[config.mk]
export PLATFORM = sky130hd
export DESIGN_NAME = rcft_freq_mem
export DESIGN_NICKNAME = d
export VERILOG_FILES = /design/src/hw/rtl/rcft_pkg.sv /design/src/hw/rtl/rcft_freq_mem.sv
export SDC_FILE = /design/constraint.sdc
export NUM_CORES = 2
export LEC_CHECK = 0
export BUFFER_PORTS_ARGS = -buffer_cell sky130_fd_sc_hd__buf_2
export CAP_MARGIN = 30
export CELL_PAD_IN_SITES_DETAIL_PLACEMENT = 1
export CELL_PAD_IN_SITES_GLOBAL_PLACEMENT = 1
export CORE_ASPECT_RATIO = 0.75
export CORE_MARGIN = 2
export CORE_UTILIZATION = 50
export CTS_BUF_LIST = sky130_fd_sc_hd__clkbuf_8
export DETAILED_ROUTE_END_ITERATION = 6
export PLACE_DENSITY = 0.77
export RECOVER_POWER = 100
export SYNTH_ARGS = -nofsm -noshare
export SYNTH_HDL_FRONTEND = slang
export SYNTH_SLANG_ARGS = --single-unit
[constraint.sdc]
create_clock -name i_clk -period 2.7 [get_ports i_clk]
set_input_delay 0.27 -clock i_clk [delete_from_list [all_inputs] [get_ports i_clk]]
set_output_delay 0.27 -clock i_clk [all_outputs]
set_load 0.005 [all_outputs]
[src/hw/rtl/rcft_pkg.sv]
// Package with the shared constants, action codes and result type of the range encoder.
package rcft_pkg;

    localparam int ALPHABET_SIZE_DEF = 256;
    localparam int FREQ_W            = 16;
    localparam int NUM_OUT           = 5;

    localparam logic [31:0] RC_TOP   = 32'h0100_0000;
    localparam logic [31:0] RC_THRES = 32'hFF00_0000;
    localparam logic [31:0] RC_FULL  = 32'hFFFF_FFFF;

    localparam logic [1:0] ACT_SET    = 2'd0;
    localparam logic [1:0] ACT_ENCODE = 2'd1;
    localparam logic [1:0] ACT_FINISH = 2'd2;
    localparam logic [1:0] ACT_START  = 2'd3;

    typedef struct packed {
        logic [7:0]  head_byte;
        logic [31:0] run_count;
        logic [7:0]  run_byte;
        logic        error;
    } t_res;

endpackage

[src/hw/rtl/rcft_freq_mem.sv]
// Frequency table memory with one write port and one registered read port.
module rcft_freq_mem
    import rcft_pkg::*;
#(
    parameter int DEPTH = ALPHABET_SIZE_DEF,
    localparam int AW   = (DEPTH > 1) ? $clog2(DEPTH) : 1
) (
    input  logic              i_clk,
    input  logic              i_we,
    input  logic [AW-1:0]     i_waddr,
    input  logic [FREQ_W-1:0] i_wdata,
    input  logic              i_re,
    input  logic [AW-1:0]     i_raddr,
    output logic [FREQ_W-1:0] o_rdata
);

    logic [FREQ_W-1:0] r_mem [DEPTH];
    logic [FREQ_W-1:0] r_rdata;

    always_ff @(posedge i_clk) begin
        if (i_we) begin
            r_mem[i_waddr] <= i_wdata;
        end
    end

    always_ff @(posedge i_clk) begin
        if (i_re) begin
            r_rdata <= r_mem[i_raddr];
        end
    end

    assign o_rdata = r_rdata;

endmodule

## After elaboration in Yosys (flattened, before gate mapping)

Memory sizes are Yosys's and may differ from the RTL's. A register that Yosys moved wholly into a read port is not among the register bits.
Index checks and enable logic that the tools add are counted.

| word-level totals | value |
|---|---|
| RAM bits | 4,096 |
| word-level logic and storage cells | 3 |
| output and inout bits | 16 |
| register bits | 0 |
| memories | 1 |
| input bits | 35 |

| operators by class | value |
|---|---|
| multiplexer cells | 2 |

Memories:

| name | words | bits a word | read ports | clocked after memory_dff | wr ports | RTL line | RTL |
|---|---|---|---|---|---|---|---|
| r_mem | 256 | 16 | 1 | 1 | 1 | rcft_freq_mem.sv:17 | `logic [FREQ_W-1:0] r_mem [DEPTH];` |

Operators with widths:

| operator | count |
|---|---|
| 2-to-1 mux 1 bit | 2 |

## Logic depth before layout (Yosys ltp)

| depth | value |
|---|---|
| depth in word-level cells | 2 |
| mapped depth | 12 |

## Worst setup path after synthesis

OpenSTA, ideal clock, no wires.

| timing path | value |
|---|---|
| kind | input port to flip-flop |
| start point | input i_raddr[0] |
| end point | register r_rdata[4] (netlist: o_rdata[4]) (read register of r_mem) (data pin) |
| setup slack | 0.181 ns |
| data arrival time | 2.254 ns |
| cell stages on the path | 8 |
| data required time | 2.435 ns |
| setup time | 0.265 ns |
| cells stage by stage | buf_6 > buf_6 > buf_2 > mux4_2 > mux4_2 > a22o_1 > o32ai_2 > nor4_2 |

RTL lines:

| item | RTL line | RTL |
|---|---|---|
| start: declaration | rcft_freq_mem.sv:13 | `input logic [AW-1:0] i_raddr,` |
| end: declaration | rcft_freq_mem.sv:18 | `logic [FREQ_W-1:0] r_rdata;` |

## Worst setup path after layout

| timing path | value |
|---|---|
| start point | input i_wdata[12] |
| end point | memory r_mem[139][12] (data pin) |

RTL lines:

| item | RTL line | RTL |
|---|---|---|
| start: declaration | rcft_freq_mem.sv:11 | `input logic [FREQ_W-1:0] i_wdata,` |
| end: declaration | rcft_freq_mem.sv:17 |  |

No word-level cell before the write port.

==> flow_summary.json <==
{
  "outcome": "complete, but fails checks",
  "violations": "max-capacitance violations, max-slew violations, negative setup slack",
  "async_flop_share_pct": 0,
  "fill_cells": 27429,
  "gp_congestion": 0.9546,
  "total_power_mw": 124.8,
  "finalClockSkew_ns": 0.09881,
  "place_ws_ns": -1.386,
  "syn_nets": 7395,
  "final_cells": 13334,
  "synth_area_um2": 158900,
  "clk_latency_ns": 1.11,
  "initial_core_util_pct": 50.17,
  "synth.area.top_cells": "edfxtp_1 78%, mux4_2 11%, mux2i_1 3.6%",
  "grt-busiest-layer": "met2",
  "synth_cells": 7360,
  "worst_setup_path_end_kind": "flip-flop",
  "rsz0062_at_grt": "yes",
  "fp-row-count": 179,
  "seq_area_frac_synth_pct": 77.72,
  "crit_type": "input pin to flip-flop",
  "grt.met1_usage_pct": 42.29,
  "cts_made_buffers": 605,
  "seq_area_um2": 123500,
  "clock_tree.root_cell": "clkbuf_8",
  "clk_pin_slew_ns": 0.06,
  "h-tree-depth": 6,
  "p_per_area_nw_per_um2": 687.0,
  "firstDrtPassIters": 6,
  "drcViolationCount": 0,
  "port_buffers": 50,
  "grt_max_degree": 107,
  "viasPerCell": 6.578,
  "drtIter0Drc": 13182,
  "peakVddDrop_uv": 601.0,
  "synth_top_family_by_area": "multiplexers",
  "drv_slew": 1279,
  "setup_slack_ns": -0.1880,
  "synth_edf_count": 4112,
  "hold_class": "input pin to flip-flop",
  "die_h_um": 492.2,
  "final_area_um2": 181600,
  "final_core_util_pct": 57.35,
  "grtUsageMet3_pct": 9.324,
  "top_level_ports": 51,
  "multi_input_area_um2": 33160,
  "synth.largest_area_cell": "edfxtp_1",
  "fin_crit_sh_pct": 107.0,
  "wl_um": 492100,
  "yosysMostFrequentCell": "edfxtp_1",
  "crit_fanout": 69,
  "dpl.hpwl_um": 308600,
  "max_clock_freq_mhz": 346.3,
  "yosysWarnings": 0,
  "synthXorXnorAreaFrac_pct": 0,
  "grt_pass1_wl_um": 691500,
  "synthFlopType": "edfxtp_1",
  "dieArea_um2": 322300,
  "nets": 8671,
  "slew_headroom_pct": -106.9,
  "setup_violations": 723,
  "grt_use_total_pct": 30.35,
  "cts.path.max_buffers": 4,
  "place_inst": 12258,
  "grt_util_met2_pct": 45.23,
  "area_delta_synth_final_pct": 14.31,
  "drive_gt1_share_pct": 29.53,
  "dpl-instance-area_um2": 172500,
  "vias": 87708,
  "cap_viol_max_count": 20,
  "fin_crit_ns": 2.888,
  "wire_per_inst_um": 36.90,
  "critPathRequiredTime_ns": 3.44,
  "core_um2": 316700,
  "synth_cell_types": 51,
  "yosys.area_share.adder_pct": 0,
  "postCtsSetupBuffers": 0,
  "synth_compound_area_share_pct": 3.534,
  "cts_tree": "done",
  "first_global_vias": 90480,
  "setup_tns_ns": -41.75,
  "power.static_leakage_nw": 59.38,
  "synthSimpleGateAreaFrac_pct": 1.573,
  "hold_viol": 0,
  "worst_pin_slew_ns": 3.104,
  "arrival_ns": 3.63,
  "start_kind": "input pin",
  "antenna_found_initial": 39,
  "synthDominantCellAreaShare_pct": 77.72,
  "grt_overflow": 0,
  "fp.dieW_um": 654.9,
  "synth_mux_area_share_pct": 15.48,
  "synth.cells.most_frequent": "4112 x edfxtp_1, 797 x mux4_2, 565 x mux2i_1, 304 x nor2_1, 252 x o221ai_1",
  "whs_ns": 0.07333,
  "clock-sinks": 4112,
  "synth-seq-cells": 4112,
  "ant_nets": 0,
  "syn_area_per_cell_um2": 21.59
}
per-layer routing:
| metal | up-vias | wire (um) |
|---|---|---|
| met4 | 26 | 21140 |
| met5 | - | 228 |
| met2 | 6549 | 223800 |
| met3 | 1072 | 65420 |
| met1 | 46164 | 181400 |
| li1 | 33897 | - |
final timing paths:
check,from,to,slack [ns],cells past startpoint
worst max-delay path,i_wdata[12],r_mem[139][12],-0.19,3
worst min-delay path,i_we,r_mem[162][0],0.07,4
worst max register to register,r_mem[59][2],o_rdata[2],-0.05,6
worst min register to register,r_mem[195][13],o_rdata[13],1.23,6
cell type report:
class	instances	area share [%]
sequential	4112	67.99
multi-input combinational	2792	18.26
timing repair buffer	1121	4.986
clock buffer	621	4.706
tap	4253	2.930
clock inverter	421	1.100
inverter	4	0.01516
antenna	10	0.01378
repair_timing:
action                                 4_1_cts  5_1_grt
pin swaps                                    9       11
gates resized for setup                     50       23
setup endpoints to repair                   16       12
endpoints found under the hold margin     3074        0
hold buffers                                21        0
placed cells by master (no fill, tap or decap), types with 142 or more instances in the layout:
cell type / n
edfxtp_1: 4112
o221ai_1: 252
mux4_2: 797
clkinv_1: 142
mux2i_1: 565
a21oi_1: 174
inv_1: 191
clkbuf_8: 622
clkbuf_2: 273
nor2_1: 295
o22ai_1: 148
buf_4: 530
worst max-delay path: stages:
cell and delay (ns):
dlygate4sd3_1 0.52, clkbuf_2 1.72, clkbuf_4 0.89
flip-flops by register name, summed over array words and instances, names as in the netlist:
| signal | cells |
|---|---|
| r_mem | 4096 |
| o_rdata | 16 |
cells by family (layout without fill, tap and decap cells):
group	count (synthesis)	count (layout)
mux	1450	1450
other cells	0	10
compound gates	786	786
simple gates	556	556
buf+inv	456	2167
flops	4112	4112
power breakdown:
| part | leakage (nW) | switching [mW] | internal, mW |
|---|---|---|---|
| clock network | 6.10 | 24.4 | 22.0 |
| logic | 16.3 | 5.04 | 2.87 |
| registers | 37.0 | 0.0992 | 70.4 |
Power figures use the tool's default switching activity.
