===== config.mk =====
export PLATFORM = sky130hd
export DESIGN_NAME = rcft_divider
export DESIGN_NICKNAME = d
export VERILOG_FILES = /design/src/hw/rtl/rcft_pkg.sv /design/src/hw/rtl/rcft_divider.sv
export SDC_FILE = /design/constraint.sdc
export NUM_CORES = 1
export LEC_CHECK = 0
export ABC_CLOCK_PERIOD_IN_PS = 3980
export BUFFER_PORTS_ARGS = -buffer_cell sky130_fd_sc_hd__buf_2
export CAP_MARGIN = 20
export CELL_PAD_IN_SITES_DETAIL_PLACEMENT = 1
export CELL_PAD_IN_SITES_GLOBAL_PLACEMENT = 1
export CORE_ASPECT_RATIO = 0.8
export CORE_MARGIN = 2
export CORE_UTILIZATION = 26
export CTS_BUF_LIST = sky130_fd_sc_hd__clkbuf_8 sky130_fd_sc_hd__clkbuf_16
export CTS_CLUSTER_SIZE = 24
export DETAILED_ROUTE_END_ITERATION = 7
export PLACE_DENSITY = 0.6
export SLEW_MARGIN = 15
export SYNTH_ARGS = -nofsm -noshare
export SYNTH_HDL_FRONTEND = slang
export SYNTH_SLANG_ARGS = --single-unit
export TNS_END_PERCENT = 5

===== constraint.sdc =====
create_clock -name i_clk -period 3.98 [get_ports i_clk]
set_clock_uncertainty 0.1 [all_clocks]
set_input_delay 0.199 -clock i_clk [delete_from_list [all_inputs] [get_ports i_clk]]
set_output_delay 0.199 -clock i_clk [all_outputs]
set_load 0.05 [all_outputs]

===== src/hw/rtl/rcft_pkg.sv =====
// Package with the shared constants, action codes and result type of the range encoder.
package rcft_pkg;

    localparam int ALPHABET_SIZE_DEF = 256;
    localparam int FREQ_W            = 16;
    localparam int NUM_OUT           = 5;

    localparam logic [31:0] RC_TOP   = 32'h0100_0000;
    localparam logic [31:0] RC_THRES = 32'hFF00_0000;
    localparam logic [31:0] RC_FULL  = 32'hFFFF_FFFF;

    localparam logic [1:0] ACT_SET    = 2'd0;
    localparam logic [1:0] ACT_ENCODE = 2'd1;
    localparam logic [1:0] ACT_FINISH = 2'd2;
    localparam logic [1:0] ACT_START  = 2'd3;

    typedef struct packed {
        logic [7:0]  head_byte;
        logic [31:0] run_count;
        logic [7:0]  run_byte;
        logic        error;
    } t_res;

endpackage


===== src/hw/rtl/rcft_divider.sv =====
// Iterative restoring divider that produces one quotient bit per cycle.
module rcft_divider
    import rcft_pkg::*;
#(
    parameter int DVS_W = 24,
    localparam int DVD_W = 32 + DVS_W,
    localparam int CW    = $clog2(DVD_W + 1)
) (
    input  logic             i_clk,
    input  logic             i_rst_n,
    input  logic             i_start,
    input  logic [DVD_W-1:0] i_dividend,
    input  logic [DVS_W-1:0] i_divisor,
    output logic             o_done,
    output logic [31:0]      o_quot
);

    logic             r_busy;
    logic             r_done;
    logic [CW-1:0]    r_cnt;
    logic [DVS_W-1:0] r_rem;
    logic [DVS_W-1:0] r_dvs;
    logic [DVD_W-1:0] r_dvd;
    logic [31:0]      r_quo;
    logic [DVS_W:0]   w_trial;
    logic             w_ge;

    assign w_trial = {r_rem, r_dvd[DVD_W-1]};
    assign w_ge    = (w_trial >= {1'b0, r_dvs});

    always_ff @(posedge i_clk) begin
        if (!i_rst_n) begin
            r_busy <= 1'b0;
            r_done <= 1'b0;
            r_cnt  <= '0;
        end else begin
            r_done <= 1'b0;
            if (i_start) begin
                r_busy <= 1'b1;
                r_cnt  <= CW'(DVD_W);
                r_rem  <= '0;
                r_dvs  <= i_divisor;
                r_dvd  <= i_dividend;
                r_quo  <= '0;
            end else if (r_busy) begin
                r_rem <= w_ge ? DVS_W'(w_trial - {1'b0, r_dvs}) : DVS_W'(w_trial);
                r_quo <= {r_quo[30:0], w_ge};
                r_dvd <= r_dvd << 1;
                r_cnt <= r_cnt - CW'(1);
                if (r_cnt == CW'(1)) begin
                    r_busy <= 1'b0;
                    r_done <= 1'b1;
                end
            end
        end
    end

    assign o_done = r_done;
    assign o_quot = r_quo;

endmodule


== Word-level counts from Yosys, hierarchy flattened ==
Cells that the tools add are included.

* Flip-flop bits (word level): 144
* Input port bits: 83
* Output and inout bits: 33

* Add/subtract/negate cells: 2
* $lt $le $gt $ge: 1
* Equal/unequal tests: 1
* Mux-type cells: 11
* Bitwise gates (word level): 2
* Reduce and logical (&&, ||, !) cells: 5

{| class="wikitable"
|+ Operator list
! cell !! number
|-
| $mux 56 || 2
|-
| $mux 24 || 2
|-
| $mux 32 || 1
|-
| $ge 25x24->1 || 1
|-
| $sub 24x24->24 || 1
|-
| $mux 6 || 2
|-
| $eq 6x1->1 const B || 1
|-
| $sub 6x1->6 const B || 1
|-
| $mux 1 || 4
|-
| $reduce_and 2->1 || 2
|-
| $reduce_or 3->1 || 1
|-
| $not 1->1 || 2
|-
| $reduce_bool 2->1 || 1
|-
| $reduce_or 2->1 || 1
|}

== Logic depth before layout (Yosys ltp) ==
Gate-level depths: netlist of the first run.

* Word-level depth: 4
* Gate-level depth with buffers: 13
* Depth with buffers taken out: 12

== Worst setup path after synthesis of the first run ==
Ideal clock, no wire load.

* Path kind: input-to-reg
* From: input i_start
* To: register r_quo[0], in the netlist o_quot[0] (enable)
* Arrival time: 3.265 ns
* Required time: 3.399 ns
* Path slack: 0.134 ns
* Stages: 3
* Cell sequence: clkbuf_1 > buf_1 > o21a_1

* Word-level cells in the longest chain between the ends: 2

{| class="wikitable"
|+ RTL lines
! what !! RTL line !! RTL
|-
| start: declaration || rcft_divider.sv:11 || <nowiki>input logic i_start,</nowiki>
|-
| $reduce_bool 2->1 (no line) || n/a ||
|-
| $reduce_and 2->1 (no line) || n/a ||
|-
| end signal: assignment || rcft_divider.sv:47 || <nowiki>r_quo <= {r_quo[30:0], w_ge};</nowiki>
|-
| end: declaration || rcft_divider.sv:24 || <nowiki>logic [31:0] r_quo;</nowiki>
|}

No other way between the ends.
A chain may end at the register's enable or synchronous reset.

== Worst setup path after layout of the first run ==
* From: register r_rem[7]
* To: register r_rem[1] (data pin)

* Word-level cells in the longest chain between the ends: 3

{| class="wikitable"
|+ RTL lines
! what !! RTL line !! RTL
|-
| start: declaration || rcft_divider.sv:21 || <nowiki>logic [DVS_W-1:0] r_rem;</nowiki>
|-
| start signal: assignment || rcft_divider.sv:46 || <nowiki>r_rem <= w_ge ? DVS_W'(w_trial - {1'b0, r_dvs}) : DVS_W'(w_trial);</nowiki>
|-
| $ge 25x24->1 || rcft_divider.sv:29 || <nowiki>assign w_ge = (w_trial >= {1'b0, r_dvs});</nowiki>
|-
| $mux 24 || rcft_divider.sv:46 ||
|-
| $mux 24 || rcft_divider.sv:45 || <nowiki>end else if (r_busy) begin</nowiki>
|}

No other way between the ends. The select of a mux whose other input is x is not followed.

==> results of run 1 <==
==> metrics by stage <==
step | util (%) | power, W | instance area [um^2]
after floorplan | - | 0.00245 | 7170
after global placement | 29.9 | 0.00265 | 8110
after detailed placement | 29.9 | 0.00266 | 8110
after CTS | 35.0 | 0.00437 | 9510
after global routing | 35.0 | 0.00452 | 9510
final | 35.0 | 0.00430 | 9510
==> sequential cells by signal, summed over array words and instances, names as in the netlist <==
| signal | cells |
|---|---|
| r_rem | 24 |
| r_busy | 1 |
| r_dvs | 24 |
| o_quot | 32 |
| r_dvd | 56 |
| o_done | 1 |
| r_cnt | 6 |
==> Yosys cell counts (3+ instances only) <==
| cell type | number |
|---|---|
| sky130_fd_sc_hd__a211oi_1 | 7 |
| sky130_fd_sc_hd__a21boi_0 | 4 |
| sky130_fd_sc_hd__a21o_1 | 4 |
| sky130_fd_sc_hd__a21oi_1 | 41 |
| sky130_fd_sc_hd__a31oi_1 | 4 |
| sky130_fd_sc_hd__and2_1 | 3 |
| sky130_fd_sc_hd__and3_1 | 5 |
| sky130_fd_sc_hd__buf_1 | 5 |
| sky130_fd_sc_hd__clkbuf_1 | 10 |
| sky130_fd_sc_hd__clkbuf_2 | 3 |
| sky130_fd_sc_hd__dfxtp_1 | 8 |
| sky130_fd_sc_hd__edfxtp_1 | 136 |
| sky130_fd_sc_hd__ha_1 | 26 |
| sky130_fd_sc_hd__inv_1 | 32 |
| sky130_fd_sc_hd__mux2_2 | 55 |
| sky130_fd_sc_hd__nand2_1 | 18 |
| sky130_fd_sc_hd__nand2b_1 | 3 |
| sky130_fd_sc_hd__nand3_1 | 25 |
| sky130_fd_sc_hd__nand4_1 | 4 |
| sky130_fd_sc_hd__nor2_1 | 14 |
| sky130_fd_sc_hd__nor2b_1 | 34 |
| sky130_fd_sc_hd__nor3_1 | 8 |
| sky130_fd_sc_hd__o21a_1 | 5 |
| sky130_fd_sc_hd__o21ai_0 | 33 |
| sky130_fd_sc_hd__xnor2_1 | 16 |
| sky130_fd_sc_hd__xor2_1 | 9 |
==> kinds of logic (layout without fill, tap and decap cells) <==
logic type      after synthesis  in the layout  share of synthesized area, %
compound gates              118            118                          10.3
xor+xnor                     25             25                          3.05
fa+ha+maj                    27             27                          4.82
buf+inv                      58            266                          3.82
flops                       144            144                          59.2
mux                          56             56                          8.78
simple gates                129            129                          10.0
==> power by group through the flow <==
stage / combinational [W] / sequential (W) / clock, W
4_1_cts: 0.000852 / 0.00185 / 0.00168
2_1_floorplan: 0.000513 / 0.00194 / 0
3_5_place_dp: 0.000783 / 0.00188 / 0
5_1_grt: 0.000941 / 0.00186 / 0.00172
3_3_place_gp: 0.000771 / 0.00187 / 0
6_report: 0.000840 / 0.00185 / 0.00161
==> final timing paths <==
check                           startpoint   endpoint  slack [ps]  cells past startpoint
worst min register to register    r_cnt[1]   r_cnt[1]         400                      2
worst max-delay path              r_rem[7]   r_rem[1]         810                      9
worst min-delay path               i_start  r_rem[15]         190                      2
worst max register to register    r_rem[7]   r_rem[1]         810                      9
==> final cells by class <==
cell class	instances	area (um^2)	share of cell area, %
Clock buffer	17	425	4.47
Clock inverter	15	160	1.68
Inverter	32	120	1.26
Multi-Input combinational cell	355	2660	28.0
Sequential cell	144	4240	44.6
Tap cell	364	455	4.79
Timing Repair Buffer	202	1450	15.2
==> routing by layer <==
metal / GRT usage (%) / vias to the layer above / wire, um / share of wire (%)
li1: - / 2451 / - / -
met1: 18.9 / 2468 / 9140 / 50
met2: 20.8 / 72 / 8460 / 46
met3: 2.65 / 8 / 481 / 2.6
met4: 3.43 / 0 / 125 / 0.69
met5: 0 / - / 0 / 0
==> results.tsv, run 1 <==
metric	value	unit
yosysSeqAreaShare	59.2	%
antenna_left	0	
ctsHtreeMaxLevel	4	
cts_setup_buffers	0	
final_hold_viol_count	0	
layoutNonFillerInstCount	1129	
synth.distinct_cells	64	
wl	18.2	mm
clkLatencyLatePin	420	ps
setup_slack_at_placement	841	ps
fmax	316	MHz
critical-path-slowest-cell	sky130_fd_sc_hd__ha_1	
grt_use_total	13.3	%
grt_max_degree	87	
cts_root_buf	sky130_fd_sc_hd__clkbuf_16	
cts_max_path_buffers	2	
n_diodes	0	
postSynthCellCount	557	
power_density	452	nW/um^2
run_status	complete, no violations	
setup_ws	813	ps
power.clock.fraction	37.5	%
peakVddDrop	0.279	mV
most_frequent_cells_in_the_layout	136 x sky130_fd_sc_hd__edfxtp_1, 114 x sky130_fd_sc_hd__buf_2, 81 x sky130_fd_sc_hd__dlygate4sd3_1	
ys_ff_latch	144	
die_area	28900	um^2
relSlewSlack	31.5	%
detail_route.iter0.violations	223	
share_of_async_settable_or_async_resettable_flops_after_synthesis	0	%
fp.coreArea	27200	um^2
setup_viol_count_final	0	
power_frac_seq	42.9	%
syn_nets	667	
remaining_drc_errors	0	
post_route_cells_drive_above_1_share	29.2	%
cts-buffers-inserted	17	
period_needed	3170	ps
power.net_switching	0.00121	W
final_min_period_over_clock_period	79.6	%
floorplan.die.height	153	um
boundaryPins	116	
synth.top_cell.area_share	57.0	%
post_cts_hold_buffer_count	81	
portBuffers	115	
worstPathCellList	ha_1, a21oi_1, o21ai_0, o31ai_2, nand3b_2, a31oi_4, o21a_4, nand2_4, a211oi_1	
wire_length_of_the_first_global_routing_pass	30.6	mm
timing_worst_setup_path_type	reg -> reg	
grt.overflow.total	0	
worstSetupEndpointType	flop	
setup_repair_after_global_routing_missed_its_margin	false	
netlist.top_cell.by_area	sky130_fd_sc_hd__edfxtp_1	
critical-path-max-stage-delay	400	ps
path_max_fanout	21	
drv.max_cap_violation_count	0	
ys_dominant_reg_cell	sky130_fd_sc_hd__edfxtp_1	
worstPathRequired	4110	ps
synth_warnings	0	
power.internal	0.00309	W
grt_antenna_before_repair	0	
tritoncts	built	
clk_sinks	144	
setup-tns-final	0	ps
initial_utilization	26.4	%
design.final.nets	862	
core.rowCount	54	
sum_of_buffers_and_inverters_on_the_critical_path	0	
p_leak	3.66	nW
nFillCells	2977	
vias	4999	
place.detailed.instances	1016	
gpl_congestion	0.748	
syn2layout_area_growth	32.7	%
worst_hold_slack	186	ps
place_hpwl	11.8	mm
cp.arrival	3300	ps
post_cts_resize_count	0	
wl_per_cell	16.1	um
vias_per_cell	4.43	
synth.cell_area	7170	um^2
layout.cells.most_common	sky130_fd_sc_hd__edfxtp_1	
fp.dieW	190	um
critical-path-top-delay-family	compound AO/OA/AOI/OAI gates	
maxSlewViolCount	0	
clk_transition_reported_paths	70	ps
syn_avg_cell_area	12.9	um^2
number_of_global_route_vias_before_repair	5455	
setup.worst_path.start_class	flop	
combPwrFrac	19.5	%
tightestPinTransition	1030	ps
sw_share	28.1	%
synth_edf_count	136	
dr.pass1.iters	4	
hold_path.class	in -> reg	
synth.area.top_cells	sky130_fd_sc_hd__edfxtp_1 57%, sky130_fd_sc_hd__mux2_2 8.6%, sky130_fd_sc_hd__ha_1 4.5%, sky130_fd_sc_hd__nor2b_1 3.0%, sky130_fd_sc_hd__a21oi_1 2.9%	
Power figures use the tool's default switching activity.
==> run 2, diff against run 1 <==
--- a/config.mk
+++ b/config.mk
@@ -5,7 +5,7 @@
 export SDC_FILE = /design/constraint.sdc
 export NUM_CORES = 1
 export LEC_CHECK = 0
-export ABC_CLOCK_PERIOD_IN_PS = 3980
+export ABC_CLOCK_PERIOD_IN_PS = 2560
 export BUFFER_PORTS_ARGS = -buffer_cell sky130_fd_sc_hd__buf_2
 export CAP_MARGIN = 20
 export CELL_PAD_IN_SITES_DETAIL_PLACEMENT = 1
==> constraint.sdc (replaced) <==
create_clock -name i_clk -period 2.56 [get_ports i_clk]
set_clock_uncertainty 0.1 [all_clocks]
set_input_delay 0.128 -clock i_clk [delete_from_list [all_inputs] [get_ports i_clk]]
set_output_delay 0.128 -clock i_clk [all_outputs]
set_load 0.05 [all_outputs]
==> run 2 against run 1 <==
  * The flow now finishes with violations (negative setup slack)
  * Clock-buffer cell count did not move
  * Maximum frequency is 9.9% higher
  * Hold slack improved by 120 ps
  * Sequential power increased by 56%
  * Worst setup slack lost 1100 ps
  * Register-to-register slack worse by 1100 ps
  * Non-clock buffer count is 72 higher
  * Critical endpoint is now r_rem[0]
  * Largest power group unchanged
==> results.tsv, run 2 (synthesized netlist as in run 1, its figures left out) <==
metric	value	unit	change
hold-path-cell-count	2		unchanged
tritoncts	built		
worstSetupEndpointType	flop		
nFillCells	2914		-2.1%
post_route_cells_drive_above_1_share	40.1	%	+11 points
crit_start	r_rem[0]		
clkLatencyLatePin	430	ps	about the same
fp.dieW	190	um	unchanged
tightestPinTransition	486	ps	-542 ps
critical-path-top-delay-family	compound AO/OA/AOI/OAI gates		
number_of_global_route_vias_before_repair	5776		+5.9%
hold_path.class	in -> reg		
largest_register_ff_count	56		unchanged
setup_ws	-323	ps	-1140 ps
floorplan.die.height	153	um	unchanged
final_hold_viol_count	0		unchanged
setup_repair_after_global_routing_missed_its_margin	true		
grt_use_met3	2.37	%	-0.28 points
ff2ff_path_depth	12		+3
grt_antenna_before_repair	0		unchanged
critical_path_depth	12		+3
die_area	28900	um^2	unchanged
gr-usage-met2	23.0	%	+2.2 points
portBuffers	115		unchanged
worstPathRequired	2690	ps	-1420 ps
n_diodes	0		unchanged
syn2layout_area_growth	46.5	%	
initial_utilization	26.4	%	unchanged
detail_route.iter0.violations	258		+16%
place.detailed.instances	1072		+5.5%
wl_per_cell	17.0	um	+5.4%
cts-buffers-inserted	17		unchanged
cts_max_path_buffers	2		unchanged
layoutNonFillerInstCount	1201		+6.4%
design.final.nets	934		+8.4%
clk_sinks	144		unchanged
fp.coreArea	27200	um^2	unchanged
worstPathCellList	ha_4, nor2b_4, o211ai_4, a31oi_4, o31ai_4, nand3b_4, a31oi_4, buf_6, o21a_4, buf_12, nand2_4, a211oi_1		
path_max_fanout	5		-76%
sum_of_buffers_and_inverters_on_the_critical_path	2		+2
antenna_left	0		unchanged
core.rowCount	54		unchanged
hold_crit_start	i_divisor[22]		
grt.overflow.total	0		unchanged
grt_max_degree	80		-8.0%
setup_slack_at_placement	-543	ps	-1380 ps
grt_use_total	14.7	%	+1.3 points
gpl_congestion	0.778		+4.0%
gr-max-usage-layer	met2		
wl	20.4	mm	+12%
drv.max_cap_violation_count	0		unchanged
maxSlewViolCount	0		unchanged
failed_checks	negative setup slack		
p_leak	4.08	nW	+12%
seq_area	4240	um^2	unchanged
vias	5386		+7.7%
final_min_period_over_clock_period	113	%	+33 points
layout.cells.most_common	sky130_fd_sc_hd__edfxtp_1		
fmax	347	MHz	+9.9%
dr.pass1.iters	6		+2
power_density	690	nW/um^2	+53%
relSlewSlack	67.2	%	+36 points
timing_worst_setup_path_type	reg -> reg		
ctsHtreeMaxLevel	4		unchanged
clk_transition_reported_paths	70	ps	about the same
worst_r2r_src	r_rem[0]		
critical-path-slowest-cell	sky130_fd_sc_hd__edfxtp_1		
grt_use_met1	20.6	%	+1.7 points
multiInputGateArea	2960	um^2	+11%
cts_root_buf	sky130_fd_sc_hd__clkbuf_16		
worst_hold_slack	302	ps	+116 ps
most_frequent_cells_in_the_layout	136 x sky130_fd_sc_hd__edfxtp_1, 114 x sky130_fd_sc_hd__buf_2, 82 x sky130_fd_sc_hd__dlygate4sd3_1		
boundaryPins	116		unchanged
cp.arrival	3020	ps	-280 ps
run_status	complete, but fails checks		
place_hpwl	13.3	mm	+13%
period_needed	2880	ps	-284 ps
setup_viol_count_final	25		+25
critical-path-max-stage-delay	450	ps	+50 ps
setup-tns-final	-5120	ps	-5120 ps
register_with_the_most_flip_flops	r_dvd		
wire_length_of_the_first_global_routing_pass	32.8	mm	+7.2%
setup.worst_path.start_class	flop		
remaining_drc_errors	0		unchanged
peakVddDrop	0.434	mV	+55%
final_util	38.7	%	+3.7 points
vias_per_cell	4.48		+1.3%
crit_top_cell	sky130_fd_sc_hd__a31oi_4		
## run 2: cell count changes in the layout (fill, tap and decap cells not counted), sizes merged
cell         before  now
buf             121  192
bufinv            2    4
clkinv            5    4
clkinvlp          2    4
dlygate4sd3      81   82
inv              38   35
## run 2: worst paths after layout
path                    end  slack (ps)
setup / recovery   r_rem[0]        -320
hold / removal    r_dvs[22]         300
setup reg to reg   r_rem[0]        -320
hold reg to reg    r_cnt[1]         400
## run 2: power by group
group	internal, W	total, W	switching, W
registers	0.00280	0.00288	0.0000812
clock network	0.00163	0.00266	0.00104
logic	0.000813	0.00171	0.000896
## run 2: layout make-up
type | count | area share (%)
clock inverter | 15 | 1.83
multi-input combinational | 355 | 28.1
inverter | 32 | 1.17
sequential | 144 | 40.4
tap | 364 | 4.34
timing repair buffer | 274 | 20.1
clock buffer | 17 | 4.05
## run 2: repair_timing
item	CTS	global route
buffers inserted	10	4
cloned	1	0
pin swaps	29	26
setup endpoints to repair	25	25
hold endpoints to repair	87	0
gates resized for setup	45	21
hold buffers	82	0
## run 2: layer usage
| metal | up-vias | routed length (um) | part of all wire [%] |
|---|---|---|---|
| met5 | - | 0 | 0 |
| met4 | 0 | 266 | 1.3 |
| met3 | 18 | 545 | 2.7 |
| met2 | 86 | 9520 | 47 |
| met1 | 2679 | 10100 | 49 |
| li1 | 2603 | - | - |
## run 2: stage by stage
step	area, um^2	power (W)
after global routing	10500	0.00761
after global placement	8600	0.00429
after floorplan	7180	0.00380
after detailed placement	8600	0.00433
after CTS	10400	0.00728
final	10500	0.00725
